### src/hw/rtl/ccs_pkg.sv
// Shared types and byte constants of the C comment stripper.
`default_nettype none

package ccs_pkg;

  localparam logic [7:0] ChDquote = 8'h22;
  localparam logic [7:0] ChSquote = 8'h27;
  localparam logic [7:0] ChSlash  = 8'h2F;
  localparam logic [7:0] ChStar   = 8'h2A;
  localparam logic [7:0] ChBslash = 8'h5C;
  localparam logic [7:0] ChSpace  = 8'h20;

  localparam int unsigned FifoDepth = 4;
  localparam int unsigned PtrW      = $clog2(FifoDepth);
  localparam int unsigned CntW      = $clog2(FifoDepth + 1);

  typedef struct packed {
    logic [7:0] chr;
    logic       valid;
    logic       eol;
    logic       cmt_open;
  } ccs_res_t;

  typedef struct packed {
    logic [1:0]       cnt;
    ccs_res_t [1:0]   res;
  } ccs_pair_t;

endpackage

`default_nettype wire

### src/hw/rtl/ccs_scan.sv
// Scan state and per-byte result logic of the C comment stripper.
`default_nettype none

module ccs_scan (
  input  wire logic              clk_i,
  input  wire logic              rst_ni,
  input  wire logic              step_i,
  input  wire logic [7:0]        char_i,
  input  wire logic              has_char_i,
  input  wire logic              line_end_i,
  output ccs_pkg::ccs_pair_t     pair_o
);

  localparam logic [2:0] ModeNormal    = 3'd0;
  localparam logic [2:0] ModeLit       = 3'd1;
  localparam logic [2:0] ModeLitEsc    = 3'd2;
  localparam logic [2:0] ModeSlash     = 3'd3;
  localparam logic [2:0] ModeBlock     = 3'd4;
  localparam logic [2:0] ModeBlockStar = 3'd5;
  localparam logic [2:0] ModeLine      = 3'd6;

  typedef struct packed {
    logic [2:0] mode;
    logic       qs;
    logic       mid;
  } nb_t;

  logic [2:0] mode_q, mode_d, mode_n;
  logic       qs_q, qs_d, qs_n;
  logic       pre, mid, post;
  logic [7:0] mid_chr;
  logic [7:0] quote;
  logic [1:0] cnt;
  logic       open_end;
  nb_t        nb;

  function automatic nb_t normal_byte(input logic [7:0] c, input logic qs_in);
    nb_t r;
    r.qs = qs_in;
    if (c == ccs_pkg::ChDquote || c == ccs_pkg::ChSquote) begin
      r.qs   = (c == ccs_pkg::ChSquote);
      r.mode = ModeLit;
      r.mid  = 1'b1;
    end else if (c == ccs_pkg::ChSlash) begin
      r.mode = ModeSlash;
      r.mid  = 1'b0;
    end else begin
      r.mode = ModeNormal;
      r.mid  = 1'b1;
    end
    return r;
  endfunction

  always_comb begin
    mode_n  = mode_q;
    qs_n    = qs_q;
    pre     = 1'b0;
    mid     = 1'b0;
    mid_chr = char_i;
    quote   = qs_q ? ccs_pkg::ChSquote : ccs_pkg::ChDquote;
    nb      = normal_byte(char_i, qs_q);
    if (has_char_i) begin
      unique case (mode_q)
        ModeLit: begin
          mid = 1'b1;
          if (char_i == ccs_pkg::ChBslash) begin
            mode_n = ModeLitEsc;
          end else if (char_i == quote) begin
            mode_n = ModeNormal;
          end
        end
        ModeLitEsc: begin
          mid    = 1'b1;
          mode_n = ModeLit;
        end
        ModeSlash: begin
          if (char_i == ccs_pkg::ChSlash) begin
            mode_n = ModeLine;
          end else if (char_i == ccs_pkg::ChStar) begin
            mode_n = ModeBlock;
          end else begin
            pre    = 1'b1;
            mode_n = nb.mode;
            qs_n   = nb.qs;
            mid    = nb.mid;
          end
        end
        ModeBlock: begin
          if (char_i == ccs_pkg::ChStar) begin
            mode_n = ModeBlockStar;
          end
        end
        ModeBlockStar: begin
          if (char_i == ccs_pkg::ChSlash) begin
            mid     = 1'b1;
            mid_chr = ccs_pkg::ChSpace;
            mode_n  = ModeNormal;
          end else if (char_i != ccs_pkg::ChStar) begin
            mode_n = ModeBlock;
          end
        end
        ModeLine: begin
        end
        default: begin
          mode_n = nb.mode;
          qs_n   = nb.qs;
          mid    = nb.mid;
        end
      endcase
    end

    post     = line_end_i && (mode_n == ModeSlash);
    open_end = line_end_i && (mode_n == ModeBlock || mode_n == ModeBlockStar);
    cnt      = {1'b0, pre} + {1'b0, mid} + {1'b0, post};

    pair_o.res[0].chr      = pre ? ccs_pkg::ChSlash : (mid ? mid_chr : ccs_pkg::ChSlash);
    pair_o.res[0].valid    = 1'b1;
    pair_o.res[0].eol      = line_end_i && (cnt == 2'd1);
    pair_o.res[0].cmt_open = open_end && (cnt == 2'd1);
    pair_o.res[1].chr      = (pre && mid) ? mid_chr : ccs_pkg::ChSlash;
    pair_o.res[1].valid    = 1'b1;
    pair_o.res[1].eol      = line_end_i;
    pair_o.res[1].cmt_open = open_end;
    pair_o.cnt             = cnt;

    if (line_end_i && cnt == 2'd0) begin
      pair_o.cnt             = 2'd1;
      pair_o.res[0].chr      = 8'h00;
      pair_o.res[0].valid    = 1'b0;
      pair_o.res[0].eol      = 1'b1;
      pair_o.res[0].cmt_open = open_end;
    end

    mode_d = line_end_i ? ModeNormal : mode_n;
    qs_d   = line_end_i ? 1'b0 : qs_n;
  end

  always_ff @(posedge clk_i or negedge rst_ni) begin
    if (!rst_ni) begin
      mode_q <= ModeNormal;
      qs_q   <= 1'b0;
    end else if (step_i) begin
      mode_q <= mode_d;
      qs_q   <= qs_d;
    end
  end

endmodule

`default_nettype wire

### src/hw/rtl/ccs_fifo.sv
// Result buffer that takes up to two words per cycle and sends one per cycle while pop_ready_i is high.
`default_nettype none

module ccs_fifo (
  input  wire logic                clk_i,
  input  wire logic                rst_ni,
  input  wire logic                push_i,
  input  ccs_pkg::ccs_pair_t       pair_i,
  output logic                     ready_o,
  output logic                     valid_o,
  input  wire logic                pop_ready_i,
  output ccs_pkg::ccs_res_t        data_o
);

  ccs_pkg::ccs_res_t mem [ccs_pkg::FifoDepth];

  logic [ccs_pkg::PtrW-1:0] wr_ptr_q, wr_ptr_d, rd_ptr_q, rd_ptr_d, wr_ptr_1;
  logic [ccs_pkg::CntW-1:0] count_q, count_d;
  logic [1:0]               n_push;
  logic                     pop;

  assign n_push   = push_i ? pair_i.cnt : 2'd0;
  assign pop      = valid_o && pop_ready_i;
  assign wr_ptr_1 = wr_ptr_q + ccs_pkg::PtrW'(1);
  assign wr_ptr_d = wr_ptr_q + ccs_pkg::PtrW'(n_push);
  assign rd_ptr_d = rd_ptr_q + ccs_pkg::PtrW'(pop);
  assign count_d  = count_q + ccs_pkg::CntW'(n_push) - ccs_pkg::CntW'(pop);

  assign ready_o = (count_q <= ccs_pkg::CntW'(ccs_pkg::FifoDepth - 2));
  assign valid_o = (count_q != '0);
  assign data_o  = mem[rd_ptr_q];

  always_ff @(posedge clk_i) begin
    if (n_push != 2'd0) begin
      mem[wr_ptr_q] <= pair_i.res[0];
    end
    if (n_push == 2'd2) begin
      mem[wr_ptr_1] <= pair_i.res[1];
    end
  end

  always_ff @(posedge clk_i or negedge rst_ni) begin
    if (!rst_ni) begin
      wr_ptr_q <= '0;
      rd_ptr_q <= '0;
      count_q  <= '0;
    end else begin
      wr_ptr_q <= wr_ptr_d;
      rd_ptr_q <= rd_ptr_d;
      count_q  <= count_d;
    end
  end

endmodule

`default_nettype wire

### src/hw/rtl/c_comment_stripper.sv
// Top level of the C comment stripper: scan logic feeding a result buffer.
//
//  channel  dir  tdata            tuser                        tlast
//  s_axis   in   char_in          has_char                     line_end
//  m_axis   out  char_out         char_valid, comment_open     end_of_line
//
//  One input word is taken per cycle while the result buffer has room for two words.
//  A word yields zero to two result words; results leave at one word per cycle unless
//  m_axis stalls, so the output port sets the sustained input rate when words expand to two.
//  Results are registered in the result buffer before they leave on m_axis.
//  Reset clears the scan mode to normal text and empties the buffer.
//  A stall on m_axis drops s_axis_tready_o once three of the four buffer words are held.
`default_nettype none

module c_comment_stripper (
  input  wire logic       clk_i,
  input  wire logic       rst_ni,
  input  wire logic       s_axis_tvalid_i,
  output logic            s_axis_tready_o,
  input  wire logic [7:0] s_axis_tdata_i,   // [7:0] char_in
  input  wire logic       s_axis_tuser_i,   // [0] has_char
  input  wire logic       s_axis_tlast_i,
  output logic            m_axis_tvalid_o,
  input  wire logic       m_axis_tready_i,
  output logic [7:0]      m_axis_tdata_o,   // [7:0] char_out
  output logic [1:0]      m_axis_tuser_o,   // [0] char_valid, [1] comment_open
  output logic            m_axis_tlast_o
);

  ccs_pkg::ccs_pair_t pair;
  ccs_pkg::ccs_res_t  head;
  logic               step;

  assign step = s_axis_tvalid_i && s_axis_tready_o;

  ccs_scan u_scan (
    .clk_i      (clk_i),
    .rst_ni     (rst_ni),
    .step_i     (step),
    .char_i     (s_axis_tdata_i),
    .has_char_i (s_axis_tuser_i),
    .line_end_i (s_axis_tlast_i),
    .pair_o     (pair)
  );

  ccs_fifo u_fifo (
    .clk_i       (clk_i),
    .rst_ni      (rst_ni),
    .push_i      (step),
    .pair_i      (pair),
    .ready_o     (s_axis_tready_o),
    .valid_o     (m_axis_tvalid_o),
    .pop_ready_i (m_axis_tready_i),
    .data_o      (head)
  );

  assign m_axis_tdata_o = head.chr;
  assign m_axis_tuser_o = {head.cmt_open, head.valid};
  assign m_axis_tlast_o = head.eol;

endmodule

`default_nettype wire

### config.mk
export PLATFORM = sky130hd
export DESIGN_NAME = c_comment_stripper
export DESIGN_NICKNAME = d
export VERILOG_FILES = /design/src/hw/rtl/ccs_pkg.sv /design/src/hw/rtl/ccs_scan.sv /design/src/hw/rtl/ccs_fifo.sv /design/src/hw/rtl/c_comment_stripper.sv
export SDC_FILE = /design/constraint.sdc
export NUM_CORES = 1
export LEC_CHECK = 0
export ABC_AREA = 1
export BUFFER_PORTS_ARGS = -buffer_cell sky130_fd_sc_hd__buf_2
export CAP_MARGIN = 10
export CORE_ASPECT_RATIO = 2
export CORE_UTILIZATION = 46
export DETAILED_ROUTE_END_ITERATION = 12
export PLACE_DENSITY = 0.67
export SLEW_MARGIN = 10
export SYNTH_ARGS = -nofsm -noshare
export SYNTH_HDL_FRONTEND = slang
export SYNTH_SLANG_ARGS = --single-unit
### constraint.sdc
create_clock -name clk_i -period 5.7 [get_ports clk_i]
set_input_delay 0.285 -clock clk_i [delete_from_list [all_inputs] [get_ports clk_i]]
set_output_delay 0.285 -clock clk_i [all_outputs]
set_load 0.005 [all_outputs]
# [Yosys cells after proc, flatten, opt, wreduce, memory -nomap -nowiden]
# Memories as Yosys holds them, arrays and structs flattened.
# Index checks and enable logic that the tools add are counted.
[word_totals] ramBits=44 inputBits=14 memories=1 ff_bits=11
[op_classes] n_lt_le_gt_ge=1 add_sub_neg=7 n_mux=43 n_reduce_logical=18 n_eq_ne=21
[memory_table] name="u_fifo.mem" depth=4 width=11 read_ports=1 rd_ports_with_merged_regs=0 write_ports=2 line_no="ccs_fifo.sv:15" source="ccs_pkg::ccs_res_t mem [ccs_pkg::FifoDepth];"
[ops] op="8-bit two-way mux" count=6
[ops] op="3-bit two-way mux" count=11
[ops] op="8-bit by 6-bit equality test with 1-bit output, second input constant" count=4
[ops] op="1-bit two-way mux" count=19
[ops] op="3-bit case mux with 6 select lines" count=1
[ops] op="3-bit equality test, second input constant" count=5
[ops] op="11-bit two-way mux" count=1
[ops] op="3-bit by 2-bit equality test with 1-bit output, second input constant" count=3
[ops] op="8-bit by 7-bit equality test with 1-bit output, second input constant" count=1
[ops] op="8-bit equality test" count=1
[ops] op="1-bit logical AND" count=8
[ops] op="8-bit by 6-bit inequality test with 1-bit output, second input constant" count=1
[ops] op="2-bit two-way mux" count=3
[ops] op="3-bit inequality test, second input constant" count=2
[ops] op="5-bit AND reduction" count=1
[ops] op="5-bit OR reduction" count=1
[ops] op="2-bit by 1-bit adder with 2-bit output" count=2
[ops] op="1-bit case mux with 4 select lines" count=1
[ops] op="2-bit nonzero test" count=2
[ops] op="2-bit OR reduction" count=2
[ops] op="3-bit by 2-bit adder with 3-bit output" count=1
[ops] op="3-bit by 1-bit equality test with 1-bit output, second input constant" count=1
[ops] op="3-bit by 2-bit less-or-equal comparator with 1-bit output, second input constant" count=1
[ops] op="3-bit nonzero test" count=1
[ops] op="other kinds (10)" count=11

# [Depth between registers and ports, before layout]
# Gate-level depths: netlist (run 1).
[logic_depth] word_depth=17 mapped_depth=22 depth_no_buf=22

# [By module]
# Synthesis (run 1) repeated with hierarchy kept, for this count alone.
[hier_totals] cells_unflattened=455 area_unflattened_um2=3753.6
[by_module_without_submodules] mod="ccs_fifo" area_each_um2=2861.5 seq_area_each_um2=1496.4 cells_each=292 n_inst=1
[by_module_without_submodules] mod="ccs_scan" area_each_um2=884.6 seq_area_each_um2=100.1 cells_each=161 n_inst=1
[by_module_without_submodules] mod="c_comment_stripper" area_each_um2=7.5 seq_area_each_um2=0.0 cells_each=2 n_inst=1

# [Least setup slack after synthesis (run 1)]
# No wires, ideal clock.
[synth_timing] path_type="flip-flop to flip-flop" startpoint="reg u_scan.mode_q[0]" endpoint="reg u_fifo.count_q[2] (netlist name)" stages_incl_launch_ff=20 t_arrival_ns=3.278 setup_slack_ns=2.293 setup_ns=0.129 period_less_slack_ns=3.407 cell_sequence="dfrtp_1 > buf_2 > o21ai_0 > nand2_1 > nor2_1 > o21ai_0 > nand2_1 > nand2_1 > nor2_1 > nand2_1 > inv_1 > fa_1 > inv_2 > nand3_4 > a21oi_4 > inv_1 > or2_2 > fa_1 > xnor2_1 > xor2_1"
[synth_via] elab_chain_cells=13 elab_cells_between_ends=29 classes_between="add/sub: 4; eq/ne: 7; mux: 13; reduce/logical: 5"
[synth_rtl] element="from (decl)" line_no="ccs_scan.sv:28" source="logic [2:0] mode_q, mode_d, mode_n;"
[synth_rtl] element="from (signal assigned)" line_no="ccs_scan.sv:140" source="mode_q <= ModeNormal;"
[synth_rtl] element="from (signal assigned)" line_no="ccs_scan.sv:143" source="mode_q <= mode_d;"
[synth_rtl] element="3-bit two-way mux (on tied branches)" line_no="ccs_scan.sv:98, ccs_scan.sv:68"
[synth_rtl] element="3-bit two-way mux (on tied branches)" line_no="ccs_scan.sv:94, ccs_scan.sv:66"
[synth_rtl] element="3-bit case mux with 6 select lines" line_no="ccs_scan.sv:63" source="unique case (mode_q)"
[synth_rtl] element="3-bit two-way mux" line_no="ccs_scan.sv:62" source="if (has_char_i) begin"
[synth_rtl] element="3-bit by 2-bit equality test with 1-bit output" line_no="ccs_scan.sv:112" source="post = line_end_i && (mode_n == ModeSlash);"
[synth_rtl] element="1-bit logical AND" line_no="ccs_scan.sv:112"
[synth_rtl] element="2-bit by 1-bit adder with 2-bit output (*)" line_no="ccs_scan.sv:114" source="cnt = {1'b0, pre} + {1'b0, mid} + {1'b0, post};"
[synth_rtl] element="2-bit logical NOT" line_no="ccs_scan.sv:126" source="if (line_end_i && cnt == 2'd0) begin"
[synth_rtl] element="1-bit logical AND" line_no="ccs_scan.sv:126"
[synth_rtl] element="2-bit two-way mux (*)" line_no="ccs_scan.sv:126"
[synth_rtl] element="2-bit two-way mux (*)" line_no="ccs_fifo.sv:22" source="assign n_push = push_i ? pair_i.cnt : 2'd0;"
[synth_rtl] element="3-bit by 2-bit adder with 3-bit output (*)" line_no="ccs_fifo.sv:27" source="assign count_d = count_q + ccs_pkg::CntW'(n_push) - ccs_pkg::CntW'(pop);"
[synth_rtl] element="3-bit by 1-bit subtractor with 3-bit output (*)" line_no="ccs_fifo.sv:27"
[synth_rtl] element="named net u_fifo.count_d (one bit)" line_no="ccs_fifo.sv:18" source="logic [ccs_pkg::CntW-1:0] count_q, count_d;"
[synth_rtl] element="to (signal assigned)" line_no="ccs_fifo.sv:50" source="count_q <= count_d;"
[synth_rtl] element="to (decl)" line_no="ccs_fifo.sv:18"
# Mark *: on every way through the listed nets, which the timed path passes. The rest lies on a longest branch.
# A chain may end at the register's enable or synchronous reset.

==> reports/metrics.yaml, run 1 <==
yosysSeqAreaShare_pct: 46.1
drc: 0
instances_no_fill: 547
drt-met1-wl_um: 3020
dp_cells: 538
grt_pass1_vias: 2892
grt_overflow: 0
min_period_ns: 4.38
nets: 475
setup_viol: 0
grt_use_total_pct: 23.1
met3WireLength_um: 234
clk_pin_slew_ns: 0.07
hold_path_class: "input port to register"
tritoncts: "built"
clk_latency_ns: 0.29
rsz0062_at_grt: "false"
cp.arrival_ns: 4.32
end_kind: "register"
syn_inst: 434
cpMostUsedCell: "nand2_1"
io_pins: 27
dr_wl_met2_um: 4620
tightestPinTransition_ns: 0.746
drive_gt1_share_pct: 13.1
areaGrowthSynthToFinish_pct: 10.1
maxCapViolCount: 0
antenna_left: 0
antenna_found_initial: 0
cp_slowest_cell: "nor2_1"
cp_max_fo: 28
n_fill_cell: 667
ctsResizeCount: 0
cp-start-kind: "register"
synth-seq-cells: 55
dp_worst_setup_slack_ns: 1.32
initial_core_util_pct: 48.3
die_h_um: 123
synth-edff-count: 40
status: "finished clean"
worstSetupPathType: "register to register"
grt_pass1_wl_um: 13700
drt-pass1-iter-count: 4
finish.instance_area_um2: 3720
cts.sinks: 55
tns_ns: 0
diodes: 0
async_flop_share_pct: 20.0
routed_wirelength_um: 8200
fin_ws_ns: 1.32
fin_skew_ns: 0.00656
routedWlPerCell_um: 15.0
cts_root_buf: "clkbuf_16"
place.port_buffers: 26
p_leak_nw: 1.67
crit_chain: "inv_1 -> a21oi_2 -> inv_1 -> nand2_1 -> nor2_1 -> o21ai_0 -> nand2_1 -> nand2_1 -> nor2_1 -> nand2_1 -> inv_1 -> fa_1 -> inv_2 -> nand3_4 -> a21oi_4 -> nor2_1 -> nor2_1 -> inv_1 -> nand2_1"
post-dp-hpwl_um: 6590
grt_max_degree: 29
slew_viol_final: 0
cts_buffers: 5
gp_congestion: 0.952
irDropWorstVdd_mv: 0.240
period_share_pct: 76.8
vias: 2929
yosysUniqueCellTypes: 33
die_x_um: 62.6
syn_avg_cell_area_um2: 7.79
highest_layer: "met4"
crit_path_max_incr_delay_ns: 0.58
relSlewSlack_pct: 50.1
synthFlopType: "edfxtp_1"
syn_nets: 453
ys_warn_count: 0
synth_area_um2: 3380
p_per_area_nw_per_um2: 405
clockBufferDepth: 2
row_count: 43
placed_area_um2: 3570
vias_per_cell: 5.35
timing.fmax_mhz: 228
dieArea_um2: 7710
final_core_utilization_pct: 53.2
htree_levels: 2
core-area_um2: 6990
drtIter0Drc: 129
hold_viol_final: 0
worst_ep_required_time_ns: 5.65
layout make-up:
type | count | area [um^2] | share of cell area [%]
multi-input cells | 318 | 1580 | 42.6
inverters | 49 | 184 | 4.94
flip-flops and latches | 55 | 1560 | 41.8
repair buffers | 27 | 140 | 3.76
clock buffers | 5 | 125 | 3.36
clock inverters | 3 | 20.0 | 0.538
well taps | 90 | 113 | 3.03
flip-flops by register name (all words and copies together), names as in the netlist:
signal	flops
u_scan.qs_q	1
u_scan.mode_q	3
u_fifo.rd_ptr_q	2
u_fifo.count_q	3
u_fifo.wr_ptr_q	2
u_fifo.mem	44
cells in the mapped netlist (6+ instances only):
master | instances | area, um^2
inv_1 | 42 | 158
o21ai_0 | 50 | 250
edfxtp_1 | 40 | 1200
dfrtp_1 | 11 | 275
nand2_1 | 107 | 402
nand4_1 | 7 | 43.8
nor2_1 | 59 | 221
o22ai_1 | 15 | 93.8
inv_2 | 7 | 26.3
nand3_1 | 41 | 205
clkbuf_1 | 6 | 22.5
cell usage in the layout (no fill, tap or decap):
| master | count |
|---|---|
| or2_2 | 1 |
| a21oi_2 | 2 |
| buf_2 | 26 |
| o22ai_1 | 15 |
| xor2_1 | 4 |
| clkinvlp_4 | 2 |
| xnor2_1 | 3 |
| a21boi_0 | 1 |
| nor2_2 | 5 |
| nor2_1 | 59 |
| inv_1 | 42 |
| o21ai_0 | 50 |
| nor2_4 | 2 |
| o21ai_4 | 1 |
| dfrtp_1 | 11 |
| clkbuf_16 | 5 |
| nor3_1 | 1 |
| nand2_2 | 4 |
| ha_1 | 3 |
| edfxtp_1 | 40 |
| nand3_1 | 41 |
| nand3_4 | 1 |
| fa_1 | 2 |
| nand4_1 | 7 |
| inv_2 | 7 |
| dfxtp_1 | 4 |
| nand4_2 | 1 |
| a31oi_1 | 1 |
| a21oi_4 | 1 |
| clkinv_2 | 1 |
| dlygate4sd3_1 | 1 |
| a21oi_1 | 5 |
| nor2_8 | 1 |
| nand2_1 | 107 |
report_power, final:
part | total [mW] | internal [mW] | switching [mW]
clock | 0.296 | 0.162 | 0.134
sequential | 0.603 | 0.507 | 0.0959
combinational | 0.608 | 0.226 | 0.382
metal layers:
| metal | up-vias | global-route usage [%] |
|---|---|---|
| met5 | - | 0 |
| met4 | 0 | 13.2 |
| met3 | 22 | 2.68 |
| met2 | 77 | 45.0 |
| met1 | 1334 | 23.2 |
| li1 | 1496 | - |
logic make-up (layout without fill, tap and decap cells):
group / Yosys count / in the layout / share of synthesized area, %
AND/OR/NAND/NOR: 230 / 230 / 30.0
AO/OA/AOI/OAI: 76 / 76 / 12.8
adder cells (fa/ha/maj): 5 / 5 / 2.30
XOR/XNOR: 7 / 7 / 1.81
buffers and inverters: 61 / 84 / 7.07
flip-flops: 55 / 55 / 46.1
path summary, 6_finish.rpt:
check                                 start  slack, ns  cells past startpoint                to
setup / recovery           u_scan.mode_q[2]       1.32                     19  u_fifo.mem[3][8]
hold reg to reg            u_fifo.mem[3][2]       0.49                      2  u_fifo.mem[3][2]
max in group asynchronous            rst_ni       5.10                      2       u_scan.qs_q
min in group asynchronous            rst_ni       0.39                      2  u_scan.mode_q[0]
hold / removal              s_axis_tvalid_i       0.37                      4  u_scan.mode_q[0]
setup reg to reg           u_scan.mode_q[2]       1.32                     19  u_fifo.mem[3][8]
worst max-delay path: cells and delay by family, from the launching register on:
family / cells / cell delay (ns)
simple gates: 10 / 1.95
buf+inv: 5 / 0.69
compound gates: 3 / 0.49
flops: 1 / 0.45
fa+ha+maj: 1 / 0.45
repair_timing:
| action | CTS | global route |
|---|---|---|
| hold buffers | 1 | 0 |
| hold endpoints to repair | 11 | 0 |
| buffers inserted | 0 | 0 |
through the flow:
step	hold slack (ns)	total power [mW]
final	0.374	1.51
after global routing	0.400	1.63
after CTS	0.378	1.52
after detailed placement	0.173	1.22
after global placement	0.168	1.21
after floorplan	-0.0106	1.03
No activity file was read; power rests on OpenSTA's default activity.
==> run 2: changes to the inputs <==
==> constraint.sdc (replaced) <==
create_clock -name clk_i -period 4.39 [get_ports clk_i]
set_input_delay 0.2195 -clock clk_i [delete_from_list [all_inputs] [get_ports clk_i]]
set_output_delay 0.2195 -clock clk_i [all_outputs]
set_load 0.005 [all_outputs]
==> reports/metrics.yaml, run 2 (synthesis results as in run 1) <==
status: "finished clean"
tightestPinTransition_ns: 0.689
largest_reg_flops: 44
io_pins: 27
power.switching_mw: 0.800
worstSetupPathType: "register to register"
place.port_buffers: 26
slew_viol_final: 0
relSlewSlack_pct: 54.1
vias: 2961
grt_pass1_vias: 2870
drtIter0Drc: 178
p_int_mw: 1.22
initial_core_util_pct: 48.3
fin_skew_ns: 0.00532
worst_ep_required_time_ns: 4.61
layout_commonest_cell: "nand2_1"
final_core_utilization_pct: 53.7
end_kind: "register"
busiest_layer: "met2"
cts_buffers: 5
drt-pass1-iter-count: 6
combPwrFrac_pct: 39.5
areaGrowthSynthToFinish_pct: 11.2
p_sw_share_pct: 39.5
hold_viol_final: 0
p_per_area_nw_per_um2: 539
use_met3_pct: 2.03
drive_gt1_share_pct: 13.3
cts.sinks: 55
dp_cells: 540
grt_use_total_pct: 23.1
htree_levels: 2
reg_top3: "u_fifo.mem: 44 flops, u_fifo.count_q: 3 flops, u_scan.mode_q: 3 flops"
drc: 0
postCtsSetupRepairBufs: 0
maxCapViolCount: 0
instances_no_fill: 549
hold_slack_ns: 0.312
met2_usage_pct: 45.7
irDropWorstVdd_mv: 0.347
dieArea_um2: 7710
routed_wirelength_um: 8170
period_share_pct: 89.2
grt_max_degree: 29
cp-start-kind: "register"
p_leak_nw: 1.69
ctsResizeCount: 0
p_clk_share_pct: 22.2
cp_max_fo: 28
diodes: 0
routedWlPerCell_um: 14.9
cp.arrival_ns: 4.13
row_count: 43
regMostFlops: "u_fifo.mem"
power_frac_seq_pct: 38.3
gp_congestion: 0.928
clk_pin_slew_ns: 0.07
nets: 477
post-dp-hpwl_um: 6510
timing.fmax_mhz: 255
clockBufferDepth: 2
die_h_um: 123
cts_root_buf: "clkbuf_16"
core-area_um2: 6990
hold_path_class: "input port to register"
die_x_um: 62.6
tns_ns: 0
grt_overflow: 0
clk_latency_ns: 0.29
min_period_ns: 3.92
gr-usage-met1_pct: 24.3
n_fill_cell: 698
final_cell_mix: "nand2_1, nor2_1, o21ai_0"
vias_per_cell: 5.39
tritoncts: "built"
antenna_left: 0
ff2ff_setup_slack_ns: 0.47
rsz0062_at_grt: "false"
antenna_found_initial: 0
grt_pass1_wl_um: 13700
setup_viol: 0
-- run 2: repair_timing --
action,in CTS,in global routing
setup endpoints to repair,0,0
endpoints found under the hold margin,11,0
hold buffers,1,0
-- run 2: worst paths after layout --
check,startpoint,to,depth (start not counted)
max in group asynchronous,rst_ni,u_fifo.wr_ptr_q[1],2
worst min-delay path,s_axis_tvalid_i,u_scan.mode_q[0],4
min in group asynchronous,rst_ni,u_scan.qs_q,2
worst min register to register,u_fifo.mem[3][2],u_fifo.mem[3][2],2
worst max-delay path,u_scan.mode_q[2],u_fifo.count_q[2],20
worst max register to register,u_scan.mode_q[2],u_fifo.count_q[2],20
-- run 2: final cells by class --
class	instances	area, um^2	share of cell area, %
inverter	49	184	4.89
tap	90	113	3.00
clock buffer	6	129	3.43
clock inverter	2	37.5	0.999
sequential	55	1560	41.4
timing repair buffer	29	155	4.13
multi-input combinational	318	1580	42.1
-- run 2: power by group through the flow --
stage               clock [mW]  sequential (mW)  combinational (mW)
floorplan                    0            0.721               0.615
global placement             0            0.782               0.787
detailed placement           0            0.788               0.803
global route             0.474            0.795               0.919
CTS                      0.453            0.777               0.808
finish                   0.450            0.775               0.800
-- run 2: critical path: stages, from the launching register on --
cell and delay, ns:
dfrtp_1 0.44, inv_1 0.15, a21oi_2 0.14, inv_1 0.08
o21ai_0 0.15, o21ai_4 0.14, inv_2 0.07, nand3_1 0.06
nand2_1 0.11, nor2_1 0.06, nand2_1 0.05, inv_1 0.05
fa_1 0.54, inv_2 0.15, nand3_4 0.28, a21oi_4 0.31
inv_1 0.06, or2_2 0.28, fa_1 0.38, xnor2_1 0.17
xor2_1 0.17
-- run 2: per-stage QoR --
step / setup WS, ns / power [mW] / cell area (um^2)
2_1_floorplan: 0.983 / 1.34 / 3380
3_3_place_gp: 0.611 / 1.57 / 3580
3_5_place_dp: 0.455 / 1.59 / 3580
4_1_cts: 0.464 / 2.04 / 3760
5_1_grt: 0.0919 / 2.19 / 3760
6_report: 0.474 / 2.02 / 3760
-- run 2: per-layer routing --
metal,vias to the layer above,wire (um)
met5,-,0
met2,75,4610
li1,1492,-
met1,1377,3160
met4,0,182
met3,17,214
